[src/hw/rtl/fsns_pkg.sv]
`default_nettype none
package fsns_pkg;

  // 8.3 name geometry
  localparam int NAME_LEN   = 11;
  localparam int POS_W      = 4;
  localparam int CNT_W      = 12;
  localparam int NAME_BITS  = 8 * NAME_LEN;
  localparam logic [POS_W-1:0] DOT_POS = POS_W'(8);
  localparam logic [POS_W-1:0] FULL_POS = POS_W'(NAME_LEN);

  // character and attribute constants
  localparam logic [7:0] CH_SPACE   = 8'h20;
  localparam logic [7:0] CH_DOT     = 8'h2e;
  localparam logic [7:0] CH_NUL     = 8'h00;
  localparam logic [7:0] CH_LOW_A   = 8'h61;
  localparam logic [7:0] CH_LOW_Z   = 8'h7a;
  localparam logic [7:0] CASE_BIT   = 8'h20;
  localparam logic [7:0] CH_DELETED = 8'he5;
  localparam logic [7:0] ATTR_SKIP  = 8'h18;

  localparam logic [CNT_W-1:0] MAX_ENTRIES_RST = CNT_W'(224);

  // queue between front and back
  localparam int QUEUE_DEPTH = 2;
  localparam int QPTR_W      = $clog2(QUEUE_DEPTH);
  localparam int QCNT_W      = $clog2(QUEUE_DEPTH + 1);

  typedef enum logic [1:0] {
    ST_FOUND     = 2'd0,
    ST_NOT_FOUND = 2'd1,
    ST_TOO_LONG  = 2'd2
  } status_t;

  // classified beat as it travels through the queue
  typedef struct packed {
    logic                 is_entry;
    logic                 first_char;
    logic [7:0]           name_byte;   // already upper case
    logic                 name_zero;
    logic                 name_dot;
    logic [NAME_BITS-1:0] entry_name;  // byte 0 in bits 7:0
    logic                 entry_end;
    logic                 entry_skip;
  } item_t;

  // queue head handshake toward the back end
  typedef struct packed {
    logic  valid;
    item_t item;
  } head_t;

endpackage
`default_nettype wire

[src/hw/rtl/fsns_in_if.sv]
`default_nettype none
interface fsns_in_if;
  logic        valid;
  logic        ready;
  logic        req_type;
  logic        first_char;
  logic [7:0]  name_char;
  logic [63:0] entry_name_low;
  logic [23:0] entry_name_high;
  logic [7:0]  entry_attr;

  modport source (
    output valid, req_type, first_char, name_char,
           entry_name_low, entry_name_high, entry_attr,
    input  ready
  );
  modport sink (
    input  valid, req_type, first_char, name_char,
           entry_name_low, entry_name_high, entry_attr,
    output ready
  );
endinterface
`default_nettype wire

[src/hw/rtl/fsns_out_if.sv]
`default_nettype none
interface fsns_out_if;
  logic        valid;
  logic        ready;
  logic [1:0]  status;
  logic [11:0] entry_index;

  modport source (output valid, status, entry_index, input ready);
  modport sink (input valid, status, entry_index, output ready);
endinterface
`default_nettype wire

[src/hw/rtl/fat_short_name_directory_search_top.sv]
// FAT 8.3 short-name directory search.
// in_ch (valid/ready) carries one beat per name byte (req_type 0) or per
// directory entry (req_type 1). A name byte with first_char set starts a new
// name: pattern, too-long flag and entry count are cleared. Entries that
// follow are compared against the 8.3 pattern with one 11-byte compare.
// out_ch carries at most one result per search: found with the entry index,
// not found (end marker or entry limit), or name too long. Later entries are
// swallowed until the next first_char.
// cfg_wr_en/cfg_wr_data set max_entries (reset 224); write only when idle.
// Throughput: one beat per cycle while out_ch is not stalled. A result
// passes from its accepted entry beat through the two-entry queue and
// then the result register, where it is held until out_ch takes it.
// Reset clears the queue, the result register and the search state; the
// block is ready once reset has cleared the queue.
// When out_ch stalls, the back end holds its result and stops; the front keeps
// accepting until the queue is full, then drops ready.
`default_nettype none
module fat_short_name_directory_search_top (
  input  wire logic        clk,
  input  wire logic        rst,
  input  wire logic        cfg_wr_en,
  input  wire logic [11:0] cfg_wr_data,
  fsns_in_if.sink          in_ch,
  fsns_out_if.source       out_ch
);

  fsns_pkg::item_t                  push_item;
  logic                             push;
  logic                             full;
  logic                             pop;
  fsns_pkg::head_t                  head;
  logic [fsns_pkg::QCNT_W-1:0]      q_count;

  fsns_front u_front (
    .in_ch (in_ch),
    .full  (full),
    .item  (push_item),
    .push  (push)
  );

  fsns_queue u_queue (
    .clk       (clk),
    .rst       (rst),
    .push      (push),
    .push_item (push_item),
    .full      (full),
    .head      (head),
    .pop       (pop),
    .count     (q_count)
  );

  fsns_back u_back (
    .clk         (clk),
    .rst         (rst),
    .cfg_wr_en   (cfg_wr_en),
    .cfg_wr_data (cfg_wr_data),
    .head        (head),
    .pop         (pop),
    .out_ch      (out_ch)
  );

`ifndef SYNTHESIS
  // queue never holds more than its depth
  a_queue_bound: assert property (@(posedge clk) disable iff (rst)
    q_count <= fsns_pkg::QCNT_W'(fsns_pkg::QUEUE_DEPTH))
    else $error("queue overfilled");

  // no pop while the result register is blocked
  a_pop_blocked: assert property (@(posedge clk) disable iff (rst)
    (out_ch.valid && !out_ch.ready) |-> !pop)
    else $error("pop while result stalled");

  // index only reported with a found status
  a_index_zero: assert property (@(posedge clk) disable iff (rst)
    (out_ch.valid && out_ch.status != fsns_pkg::ST_FOUND) |-> (out_ch.entry_index == 12'd0))
    else $error("index on non-found result");

  // status stays within its codes
  a_status_code: assert property (@(posedge clk) disable iff (rst)
    out_ch.valid |-> (out_ch.status == fsns_pkg::ST_FOUND ||
                      out_ch.status == fsns_pkg::ST_NOT_FOUND ||
                      out_ch.status == fsns_pkg::ST_TOO_LONG))
    else $error("bad status code");
`endif

endmodule
`default_nettype wire

[src/hw/rtl/fsns_front.sv]
`default_nettype none
module fsns_front (
  fsns_in_if.sink          in_ch,
  input  wire logic        full,
  output fsns_pkg::item_t  item,
  output logic             push
);

  logic [7:0] c;

  assign c = in_ch.name_char;

  // accept whenever the queue has room
  assign in_ch.ready = !full;
  assign push        = in_ch.valid && !full;

  // classify the beat
  always_comb begin
    item.is_entry   = in_ch.req_type;
    item.first_char = in_ch.first_char && !in_ch.req_type;
    if (c >= fsns_pkg::CH_LOW_A && c <= fsns_pkg::CH_LOW_Z) begin
      item.name_byte = c & ~fsns_pkg::CASE_BIT;
    end else begin
      item.name_byte = c;
    end
    item.name_zero  = (c == fsns_pkg::CH_NUL);
    item.name_dot   = (c == fsns_pkg::CH_DOT);
    item.entry_name = {in_ch.entry_name_high, in_ch.entry_name_low};
    item.entry_end  = (in_ch.entry_name_low[7:0] == fsns_pkg::CH_NUL);
    item.entry_skip = (in_ch.entry_name_low[7:0] == fsns_pkg::CH_DELETED) ||
                      ((in_ch.entry_attr & fsns_pkg::ATTR_SKIP) != 8'h00);
  end

endmodule
`default_nettype wire

[src/hw/rtl/fsns_queue.sv]
`default_nettype none
module fsns_queue (
  input  wire logic                          clk,
  input  wire logic                          rst,
  input  wire logic                          push,
  input  wire fsns_pkg::item_t               push_item,
  output logic                               full,
  output fsns_pkg::head_t                    head,
  input  wire logic                          pop,
  output logic [fsns_pkg::QCNT_W-1:0]        count
);

  fsns_pkg::item_t                 mem [fsns_pkg::QUEUE_DEPTH];
  logic [fsns_pkg::QPTR_W-1:0]     wr_ptr;
  logic [fsns_pkg::QPTR_W-1:0]     rd_ptr;
  logic                            do_pop;

  assign full       = (count == fsns_pkg::QCNT_W'(fsns_pkg::QUEUE_DEPTH));
  assign head.valid = (count != '0);
  assign head.item  = mem[rd_ptr];
  assign do_pop     = pop && head.valid;

  // storage
  always_ff @(posedge clk) begin
    if (push) begin
      mem[wr_ptr] <= push_item;
    end
  end

  // pointers and fill level
  always_ff @(posedge clk) begin
    if (rst) begin
      wr_ptr <= '0;
      rd_ptr <= '0;
      count  <= '0;
    end else begin
      if (push) begin
        wr_ptr <= (wr_ptr == fsns_pkg::QPTR_W'(fsns_pkg::QUEUE_DEPTH - 1)) ? '0 : wr_ptr + 1'b1;
      end
      if (do_pop) begin
        rd_ptr <= (rd_ptr == fsns_pkg::QPTR_W'(fsns_pkg::QUEUE_DEPTH - 1)) ? '0 : rd_ptr + 1'b1;
      end
      case ({push, do_pop})
        2'b10:   count <= count + 1'b1;
        2'b01:   count <= count - 1'b1;
        default: count <= count;
      endcase
    end
  end

endmodule
`default_nettype wire

[src/hw/rtl/fsns_back.sv]
`default_nettype none
module fsns_back (
  input  wire logic                         clk,
  input  wire logic                         rst,
  input  wire logic                         cfg_wr_en,
  input  wire logic [fsns_pkg::CNT_W-1:0]   cfg_wr_data,
  input  wire fsns_pkg::head_t              head,
  output logic                              pop,
  fsns_out_if.source                        out_ch
);

  logic [7:0]                      pattern      [fsns_pkg::NAME_LEN];
  logic [7:0]                      pattern_next [fsns_pkg::NAME_LEN];
  logic [fsns_pkg::POS_W-1:0]      fill_pos, fill_pos_next;
  logic                            too_long, too_long_next;
  logic [fsns_pkg::CNT_W-1:0]      entry_count, entry_count_next;
  logic                            decided, decided_next;
  logic [fsns_pkg::CNT_W-1:0]      max_entries;
  logic [fsns_pkg::NAME_BITS-1:0]  pattern_flat;
  logic [fsns_pkg::CNT_W-1:0]      count_inc;
  logic                            advance;
  logic                            emit;
  fsns_pkg::status_t               emit_status;
  logic [fsns_pkg::CNT_W-1:0]      emit_index;
  logic                            out_valid;
  fsns_pkg::status_t               out_status;
  logic [fsns_pkg::CNT_W-1:0]      out_index;
  fsns_pkg::item_t                 it;

  assign it      = head.item;
  assign advance = !out_valid || out_ch.ready;
  assign pop     = head.valid && advance;

  assign out_ch.valid       = out_valid;
  assign out_ch.status      = out_status;
  assign out_ch.entry_index = out_index;

  assign count_inc = entry_count + 1'b1;

  // pattern laid out like an entry name
  always_comb begin
    for (int i = 0; i < fsns_pkg::NAME_LEN; i++) begin
      pattern_flat[i*8 +: 8] = pattern[i];
    end
  end

  // execute one beat
  always_comb begin
    pattern_next     = pattern;
    fill_pos_next    = fill_pos;
    too_long_next    = too_long;
    entry_count_next = entry_count;
    decided_next     = decided;
    emit             = 1'b0;
    emit_status      = fsns_pkg::ST_FOUND;
    emit_index       = '0;
    if (pop) begin
      if (!it.is_entry) begin
        // name byte
        if (it.first_char) begin
          for (int i = 0; i < fsns_pkg::NAME_LEN; i++) begin
            pattern_next[i] = fsns_pkg::CH_SPACE;
          end
          fill_pos_next    = '0;
          too_long_next    = 1'b0;
          entry_count_next = '0;
          decided_next     = 1'b0;
        end
        if (!it.name_zero) begin
          if (fill_pos_next >= fsns_pkg::FULL_POS) begin
            too_long_next = 1'b1;
          end else if (it.name_dot && fill_pos_next <= fsns_pkg::DOT_POS) begin
            fill_pos_next = fsns_pkg::DOT_POS;
          end else begin
            pattern_next[fill_pos_next] = it.name_byte;
            fill_pos_next = fill_pos_next + 1'b1;
          end
        end
      end else if (!decided) begin
        // directory entry
        emit = 1'b1;
        if (too_long) begin
          emit_status = fsns_pkg::ST_TOO_LONG;
        end else if (entry_count >= max_entries) begin
          emit_status = fsns_pkg::ST_NOT_FOUND;
        end else if (it.entry_end) begin
          emit_status = fsns_pkg::ST_NOT_FOUND;
        end else if (!it.entry_skip && it.entry_name == pattern_flat) begin
          emit_status = fsns_pkg::ST_FOUND;
          emit_index  = entry_count;
        end else begin
          entry_count_next = count_inc;
          emit_status      = fsns_pkg::ST_NOT_FOUND;
          emit             = (count_inc >= max_entries);
        end
        decided_next = emit;
      end
    end
  end

  // search state
  always_ff @(posedge clk) begin
    if (rst) begin
      for (int i = 0; i < fsns_pkg::NAME_LEN; i++) begin
        pattern[i] <= fsns_pkg::CH_SPACE;
      end
      fill_pos    <= '0;
      too_long    <= 1'b0;
      entry_count <= '0;
      decided     <= 1'b0;
    end else begin
      pattern     <= pattern_next;
      fill_pos    <= fill_pos_next;
      too_long    <= too_long_next;
      entry_count <= entry_count_next;
      decided     <= decided_next;
    end
  end

  // limit register
  always_ff @(posedge clk) begin
    if (rst) begin
      max_entries <= fsns_pkg::MAX_ENTRIES_RST;
    end else if (cfg_wr_en) begin
      max_entries <= cfg_wr_data;
    end
  end

  // result register
  always_ff @(posedge clk) begin
    if (rst) begin
      out_valid <= 1'b0;
    end else if (advance) begin
      out_valid <= emit;
    end
  end

  always_ff @(posedge clk) begin
    if (advance && emit) begin
      out_status <= emit_status;
      out_index  <= emit_index;
    end
  end

endmodule
`default_nettype wire
[src/flat_wrapper.sv]
// flat-port wrapper written by rule: the top's interface ports become plain ports
module fat_short_name_directory_search_top_flat 
  (clk, rst, cfg_wr_en, cfg_wr_data, in_ch_valid, in_ch_req_type, in_ch_first_char, in_ch_name_char, in_ch_entry_name_low, in_ch_entry_name_high, in_ch_entry_attr, in_ch_ready, out_ch_valid, out_ch_status, out_ch_entry_index, out_ch_ready);
  fsns_in_if in_ch_i ();
  fsns_out_if out_ch_i ();
  input  wire logic clk;
  input  wire logic rst;
  input  wire logic cfg_wr_en;
  input  wire logic [11:0] cfg_wr_data;
  input wire logic [$bits(in_ch_i.valid)-1:0] in_ch_valid;
  input wire logic [$bits(in_ch_i.req_type)-1:0] in_ch_req_type;
  input wire logic [$bits(in_ch_i.first_char)-1:0] in_ch_first_char;
  input wire logic [$bits(in_ch_i.name_char)-1:0] in_ch_name_char;
  input wire logic [$bits(in_ch_i.entry_name_low)-1:0] in_ch_entry_name_low;
  input wire logic [$bits(in_ch_i.entry_name_high)-1:0] in_ch_entry_name_high;
  input wire logic [$bits(in_ch_i.entry_attr)-1:0] in_ch_entry_attr;
  output wire logic [$bits(in_ch_i.ready)-1:0] in_ch_ready;
  output wire logic [$bits(out_ch_i.valid)-1:0] out_ch_valid;
  output wire logic [$bits(out_ch_i.status)-1:0] out_ch_status;
  output wire logic [$bits(out_ch_i.entry_index)-1:0] out_ch_entry_index;
  input wire logic [$bits(out_ch_i.ready)-1:0] out_ch_ready;
  assign in_ch_i.valid = in_ch_valid;
  assign in_ch_i.req_type = in_ch_req_type;
  assign in_ch_i.first_char = in_ch_first_char;
  assign in_ch_i.name_char = in_ch_name_char;
  assign in_ch_i.entry_name_low = in_ch_entry_name_low;
  assign in_ch_i.entry_name_high = in_ch_entry_name_high;
  assign in_ch_i.entry_attr = in_ch_entry_attr;
  assign in_ch_ready = in_ch_i.ready;
  assign out_ch_valid = out_ch_i.valid;
  assign out_ch_status = out_ch_i.status;
  assign out_ch_entry_index = out_ch_i.entry_index;
  assign out_ch_i.ready = out_ch_ready;
  fat_short_name_directory_search_top u_core (.clk(clk), .rst(rst), .cfg_wr_en(cfg_wr_en), .cfg_wr_data(cfg_wr_data), .in_ch(in_ch_i), .out_ch(out_ch_i));
endmodule
[config.mk]
export PLATFORM = sky130hd
export DESIGN_NAME = fat_short_name_directory_search_top_flat
export DESIGN_NICKNAME = d
export VERILOG_FILES = /design/src/hw/rtl/fsns_pkg.sv /design/src/hw/rtl/fsns_in_if.sv /design/src/hw/rtl/fsns_out_if.sv /design/src/hw/rtl/fat_short_name_directory_search_top.sv /design/src/hw/rtl/fsns_front.sv /design/src/hw/rtl/fsns_queue.sv /design/src/hw/rtl/fsns_back.sv /design/src/flat_wrapper.sv
export SDC_FILE = /design/constraint.sdc
export NUM_CORES = 1
export LEC_CHECK = 0
export BUFFER_PORTS_ARGS = -buffer_cell sky130_fd_sc_hd__buf_4
export CORE_MARGIN = 1.5
export CORE_UTILIZATION = 50
export CTS_CLUSTER_DIAMETER = 120
export DETAILED_ROUTE_END_ITERATION = 16
export PLACE_DENSITY = 0.73
export SETUP_SLACK_MARGIN = 0.02
export SLEW_MARGIN = 20
export SYNTH_ARGS = -nofsm -noshare
export SYNTH_HDL_FRONTEND = slang
export SYNTH_SLANG_ARGS = --single-unit
[constraint.sdc]
create_clock -name clk -period 10.2 [get_ports clk]
set_input_delay 1.02 -clock clk [delete_from_list [all_inputs] [get_ports clk]]
set_output_delay 1.02 -clock clk [all_outputs]
set_load 0.01 [all_outputs]
==> results of run 1 <==
[critical path: stages, from the launching register on]
cell and delay, ns:
dfxtp_4 0.51, buf_4 0.68, mux2i_1 0.40, o2bb2ai_1 0.12, nor4_1 0.44, nand4_1 0.23, nor4_2 0.47, or4b_4 0.56
nor3_2 0.56, and2_1 0.22
[final cells by class]
type	instances	area (um^2)	share of cell area
Timing Repair Buffer	139	1040	0.0614
Inverter	28	105	0.00619
Clock buffer	45	966	0.0569
Clock inverter	21	263	0.0155
Tap cell	384	480	0.0283
Multi-Input combinational cell	724	5090	0.300
Sequential cell	342	9030	0.532
[power by group]
part	switching [W]	total, W	internal [W]
combinational	0.000504	0.000770	0.000266
sequential	0.0000498	0.00169	0.00164
clock	0.000524	0.00135	0.000827
total	0.00108	0.00382	0.00274
[cell usage in the layout (no fill, tap or decap), drive strengths merged, types with 7 or more instances in the layout]
cell / n
xnor2: 55
and3: 15
a22o: 9
inv: 30
clkbuf: 45
edfxtp: 218
nor3: 15
o21ai: 34
o2bb2ai: 7
a22oi: 63
nand2: 45
xor2: 19
buf: 139
o22ai: 9
nand4: 11
nor2b: 9
nor2: 123
nor4: 23
dfxtp: 124
and2: 23
ha: 30
nand3: 15
mux2i: 114
a21oi: 31
a31oi: 10
clkinv: 11
[worst max-delay path by stage]
stage | end | slack (ns) | cells past startpoint
after global placement | u_core.u_back.out_ch.entry_index[1] | 5.84 | 9
after global routing | u_core.u_back.pattern[13] | 5.53 | 12
after CTS | u_core.u_back.out_ch.entry_index[8] | 5.76 | 9
final | u_core.u_back.out_ch.entry_index[1] | 5.82 | 9
after detailed placement | u_core.u_back.out_ch.entry_index[8] | 5.80 | 9
after floorplan | u_core.u_queue.mem[0][0] | 4.28 | 2
[registers in the layout, summed over array words and instances, names as in the netlist, named ones only]
signal	count
u_core.u_back.entry_count	12
u_core.u_back.decided	1
u_core.u_queue.mem	204
u_core.u_back.out_ch.status	2
u_core.u_queue.wr_ptr	1
u_core.u_back.too_long	1
u_core.u_back.max_entries	12
u_core.u_back.out_ch.entry_index	12
u_core.u_queue.count	2
u_core.u_back.out_ch.valid	1
u_core.u_queue.rd_ptr	1
u_core.u_back.fill_pos	4
u_core.u_back.pattern	88
[cell families (layout without fill, tap and decap cells)]
logic type / count (synthesis) / count (layout) / share of synthesized area
XOR/XNOR: 74 / 74 / 0.0447
AND/OR/NAND/NOR: 304 / 304 / 0.104
flip-flops: 342 / 342 / 0.623
AO/OA/AOI/OAI: 197 / 197 / 0.0934
adder cells (fa/ha/maj): 30 / 30 / 0.0259
buffers and inverters: 78 / 233 / 0.0266
multiplexers: 119 / 119 / 0.0826
[through the flow]
step	area, um^2	hold slack (ns)	worst slack [ns]	util
after floorplan	14500	0.460	4.28	-
after global placement	15800	0.478	5.84	0.550
after detailed placement	15800	0.487	5.80	0.550
after CTS	17000	0.499	5.76	0.593
after global routing	17000	0.512	5.53	0.593
final	17000	0.496	5.82	0.593
[layer usage]
metal | wire [um] | part of all wire | GRT usage | vias up
met5 | 0 | 0 | 0 | -
met4 | 761 | 0.023 | 0.0649 | 0
met3 | 2260 | 0.070 | 0.0357 | 55
met2 | 15300 | 0.47 | 0.344 | 374
met1 | 14100 | 0.44 | 0.299 | 4596
li1 | - | - | - | 4506
==> results.md, run 1 <==
- DRT Pass-1 Iters: 5
- Die Ht: 173 um
- Final Skew: 0.0201 ns
- Via count of the first global-routing pass: 9,116
- Ys Warns: 0
- Synth Net Count: 1,297
- Area share of the largest cell type after synthesis: 0.452
- Peak Freq: 229 MHz
- Num CTS Buffers: 36
- Async S/R FF share, synth: 0
- Period minus WS final: 4.38 ns
- Antenna violations before repair: 1
- # diodes: 0
- Post-CTS Setup Bufs: 0
- DRC Markers: 0
- First-pass GRT wire length: 50,200 um
- DIE WIDTH: 173 um
- Core area: 0.0286 mm^2
- Final #Nets: 1,424
- Routability-driven placement congestion ratio: 0.909
- Area contributors post-synth: edfxtp_1 (45%), dfxtp_1 (17%), mux2i_1 (7.9%)
- Die ar.: 0.0300 mm^2
- Clk slew on worst S/H paths: 0.06 ns
- Max Root-Sink Buffers: 3
- Mean Syn Cell Area: 12.7 um^2
- 1st-iter DRT viols: 774
- R2R Setup Slk: 5.82 ns
- Post-synth EDFFs: 218
- Top-count cell post-synth: edfxtp_1
- Crit end category: flop
- Root Buffer: clkbuf_16
- Slew Limit Fails: 0
- Hold endpoint: u_core.u_back.max_entries[8]
- Max Cap Viol: 0
- VDD IR max: 135 uV
- Worst-Skew Late Latency: 0.52 ns
- # rows: 62
- P&R area growth vs syn: 17.2%
- Post-CTS Resized: 0
- Crit-path max FO: 47
- Total track usage: 0.214
- FF-to-FF End: u_core.u_back.out_ch.entry_index[1]
- Placed cells: 1,617
- Pleak: 6.22 nW
- Power Density: 225 mW/mm^2
- Number of synthesized register bits: 342
- CP Class: reg -> reg
- Post-CTS Hold Fix Bufs: 0
- Setup crit start kind: flop
- Cell accounting for the most synthesized area: edfxtp_1
- Initial core utilization: 0.506
- Commonest cells post-synth: edfxtp_1 (218), dfxtp_1 (124), nor2_1 (123), mux2i_1 (114), a22oi_1 (63)
- Top FF cell, synth: edfxtp_1
- Synth cell types: 58
- Seq/Total Area, Yosys: 0.623
- Crit share post-route: 0.429
- Largest net degree at the start of global routing: 95
- HPWL after detailed placement: 22,100 um
- Synthesized area: 0.0145 mm^2
- Post-route non-filler standard cell count: 1,683
- Outcome: finished, final reports clean
- Critical path required time: 10.58 ns
- Fill count: 2,289
- Clock sink total: 342
- HP Start: u_core.u_back.max_entries[8]
- Hold Crit Class: reg -> reg
- Share of post-route cells with drive strength above 1: 0.165
- Worst path arrival time: 4.76 ns
- Slew margin rel.: 0.273
- Setup TNS: 0 ns
- Pwr Total: 0.00382 W
- Slew @ Worst Pin: 1.09 ns
- Via count: 9,531
- Setup violations, final: 0
- Syn Inst Count: 1,144
- CTS tree: yes
- RSZ-0062 raised after global routing: false
- DR vias/cell: 5.66
- Drt total wl: 32,400 um
- Port Buf Inserts: 132
- Post-DRT Antenna Nets: 0
- IO Count: 139
- Hold Path Cell Cnt: 2
- Hold Vio Cnt, Final: 0
- GR Overflow Total: 0
- H-tree level count: 2
- FF-to-FF path depth: 9
- WL per Instance: 19.2 um
Power figures use the tool's default switching activity.
==> run 2, diff against run 1 <==
- ABC_AREA: not set -> 1
- PLACE_DENSITY: 0.73 -> 0.75
- clock period: 10.2 -> 3.9 ns (I/O delays scaled with it)
==> results.md, run 2 <==
- Top FF cell, synth: edfxtp_1
- GR Overflow Total: 0 (unchanged)
- Max Root-Sink Buffers: 3 (unchanged)
- # diodes: 0 (unchanged)
- Synthesized area: 0.0164 mm^2 (+13%)
- Most frequent cells in the layout: nand2_1 (624), edfxtp_1 (218), inv_1 (192)
- Peak Freq: 295 MHz (+29%)
- Routability-driven placement congestion ratio: 0.969 (+6.6%)
- Clk slew on worst S/H paths: 0.06 ns (about the same)
- Final #Nets: 2,181 (+53%)
- Post-CTS Setup Bufs: 0 (unchanged)
- Slew margin rel.: 0.357 (+0.0834)
- Met3 Wirelength: 3860 um (+71%)
- Crit-path max FO: 108 (+130%)
- Total track usage: 0.273 (+0.0585)
- Port Buf Inserts: 132 (unchanged)
- Synth cell types: 47 (-19%)
- DP Area: 0.0178 mm^2 (+13%)
- Fin area: 0.0189 mm^2 (+11%)
- Worst slack at placement: 0.502 ns (-5.30 ns)
- Share of post-route cells with drive strength above 1: 0.126 (-0.0383)
- CTS tree: yes
- Top reg by flops: u_core.u_queue.mem
- Area share of the largest cell type after synthesis: 0.400 (-0.0520)
- Antenna violations before repair: 0 (-1)
- Core area: 0.0324 mm^2 (+13%)
- Post-CTS Resized: 0 (unchanged)
- Crit share post-route: 0.870 (+0.441)
- Synth Area in Simple Gates: 0.231 (+0.127)
- P&R area growth vs syn: 15.6%
- Min Hold Slack: 0.0396 ns (-0.456 ns)
- Via count of the first global-routing pass: 12,800 (+40%)
- Post-synthesis mux area share: 0 (-0.0826)
- Main combinational cell family by area after synthesis: simple AND/OR/NAND/NOR gates
- Critical path required time: 4.30 ns (-6.28 ns)
- Post-DRT Antenna Nets: 0 (unchanged)
- Slew Limit Fails: 0 (unchanged)
- Final Skew: 0.0172 ns (-0.00287 ns)
- DR vias/cell: 5.50 (-2.9%)
- Root Buffer: clkbuf_16
- Synth Area in XOR/XNOR: 0.00374 (-0.0410)
- Top-count cell post-synth: nand2_1
- Pleak: 7.79 nW (+25%)
- Ys Warns: 0 (unchanged)
- Period minus WS final: 3.39 ns (-0.982 ns)
- Syn Inst Count: 1,903 (+66%)
- Largest registers: u_core.u_queue.mem: 204 flops, u_core.u_back.pattern: 88 flops
- Clock sink total: 342 (unchanged)
- 1st-iter DRT viols: 1,457 (+88%)
- Die ar.: 0.0339 mm^2 (+13%)
- First-pass GRT wire length: 70,400 um (+40%)
- Mean Syn Cell Area: 8.61 um^2 (-32%)
- Cell accounting for the most synthesized area: edfxtp_1
- Number of synthesized register bits: 342 (unchanged)
- Pwr Total: 0.0129 W (+240%)
- RSZ-0062 raised after global routing: false
- Outcome: finished, final reports clean
- Power Density: 682 mW/mm^2 (+200%)
- Slew @ Worst Pin: 0.965 ns (-0.121 ns)
- Synthesized-area fraction occupied by adder cells: 0.0229 (-0.00298)
- Largest net degree at the start of global routing: 109 (+15%)
- Async S/R FF share, synth: 0 (unchanged)
- Fill count: 2,849 (+24%)
- Crit end category: flop
- WL per Instance: 18.3 um (-4.9%)
- DRC Markers: 0 (unchanged)
- CP Class: reg -> reg
- Complex-gate fraction of the synthesized area: 0.118 (+0.0250)
- Hold Vio Cnt, Final: 0 (unchanged)
- Commonest non-fill, non-tap cell in the layout: nand2_1
- Worst setup margin: 0.507 ns (-5.32 ns)
- DIE WIDTH: 184 um (+6.2%)
- VDD IR max: 461 uV (+240%)
- Initial core utilization: 0.506 (about the same)
- Worst path arrival time: 3.79 ns (-0.97 ns)
- H-tree level count: 2 (unchanged)
- IO Count: 139 (unchanged)
- Num CTS Buffers: 36 (unchanged)
- Die Ht: 184 um (+6.2%)
- Setup TNS: 0 ns (unchanged)
- Via count: 13,700 (+44%)
- Setup crit start kind: flop
- Hold Crit Class: in -> reg
- Max reg flops: 204 (unchanged)
- Drt total wl: 45,700 um (+41%)
- DR top layer: met4
- Post-synth EDFFs: 218 (unchanged)
- Worst-Skew Late Latency: 0.53 ns (about the same)
- Commonest cells post-synth: nand2_1 (624), edfxtp_1 (218), inv_1 (192), dfxtp_1 (124), a21oi_1 (122)
- Post-CTS Hold Fix Bufs: 0 (unchanged)
- Wire length on met2: 20,500 um (+35%)
- Area contributors post-synth: edfxtp_1 (40%), dfxtp_1 (15%), nand2_1 (14%)
- Seq/Total Area, Yosys: 0.551 (-0.0717)
- Setup violations, final: 0 (unchanged)
- Synth Net Count: 2,056 (+59%)
- DRT Pass-1 Iters: 6 (+1)
- HPWL after detailed placement: 30,800 um (+40%)
- # rows: 66 (+6.5%)
- Met1 Wirelength: 18,800 um (+33%)
- Max Cap Viol: 0 (unchanged)
==> run 2: cell count changes after synthesis, sizes merged, moves of 70 or more <==
cell	change
o211ai	+70
nand3	+108
nand2	+582
inv	+175
o21ai	+70
a21oi	+91
mux2i	-114
==> run 2: cell families (layout without fill, tap and decap cells) <==
group	count (synthesis)	after routing
and+or+nand+nor	916	916
DFF	342	342
AOI/OAI and AO/OA	329	329
buffers and inverters	279	432
adders and majority gates	30	30
xor gates and xnor gates	7	7
==> run 2: routing by layer <==
| metal | global-route usage | vias to the layer above |
|---|---|---|
| met4 | 0.145 | 0 |
| met5 | 0 | - |
| li1 | - | 6613 |
| met3 | 0.0468 | 142 |
| met1 | 0.359 | 6354 |
| met2 | 0.430 | 624 |
==> run 2: layout make-up <==
cell class | count | area (um^2) | share of cell area
inverter | 204 | 766 | 0.0404
tap | 442 | 553 | 0.0292
multi-input combinational | 1282 | 6180 | 0.327
sequential | 342 | 9030 | 0.477
clock buffer | 50 | 1000 | 0.0531
timing repair buffer | 162 | 1270 | 0.0669
clock inverter | 16 | 131 | 0.00694
==> run 2: final timing paths <==
path	end	slack, ns	startpoint	cells after the start
worst max-delay path	u_core.u_back.pattern[5]	0.51	flop	15
worst min-delay path	u_core.u_queue.mem[1][55]	0.04	in_ch_entry_name_low[53]	1
worst max register to register	u_core.u_back.pattern[5]	0.51	flop	15
worst min register to register	u_core.u_queue.rd_ptr	0.47	u_core.u_queue.rd_ptr	1
==> run 2: report_power, final <==
part	internal, W	switching [W]
Clock	0.00194	0.00139
Sequential	0.00446	0.000268
Combinational	0.00137	0.00349
==> run 2: metrics by stage <==
stage / instances / util
finish: 2498 / 0.585
global route: 2498 / 0.585
CTS: 2498 / 0.585
detailed placement: 2432 / 0.550
global placement: 2432 / 0.550
floorplan: 1903 / -
==> run 2: critical path, stage by stage (launching register included) <==
cell	delay, ns
dfxtp_4	0.36
buf_12	0.34
nand2_1	0.13
nand2_2	0.16
buf_4	0.27
nor2_2	0.10
nand2_1	0.11
inv_2	0.07
nand2_1	0.08
nand2_1	0.06
nand2_2	0.15
nand2_1	0.10
inv_1	0.13
nand4_1	0.62
o211ai_1	0.45
o211ai_1	0.13
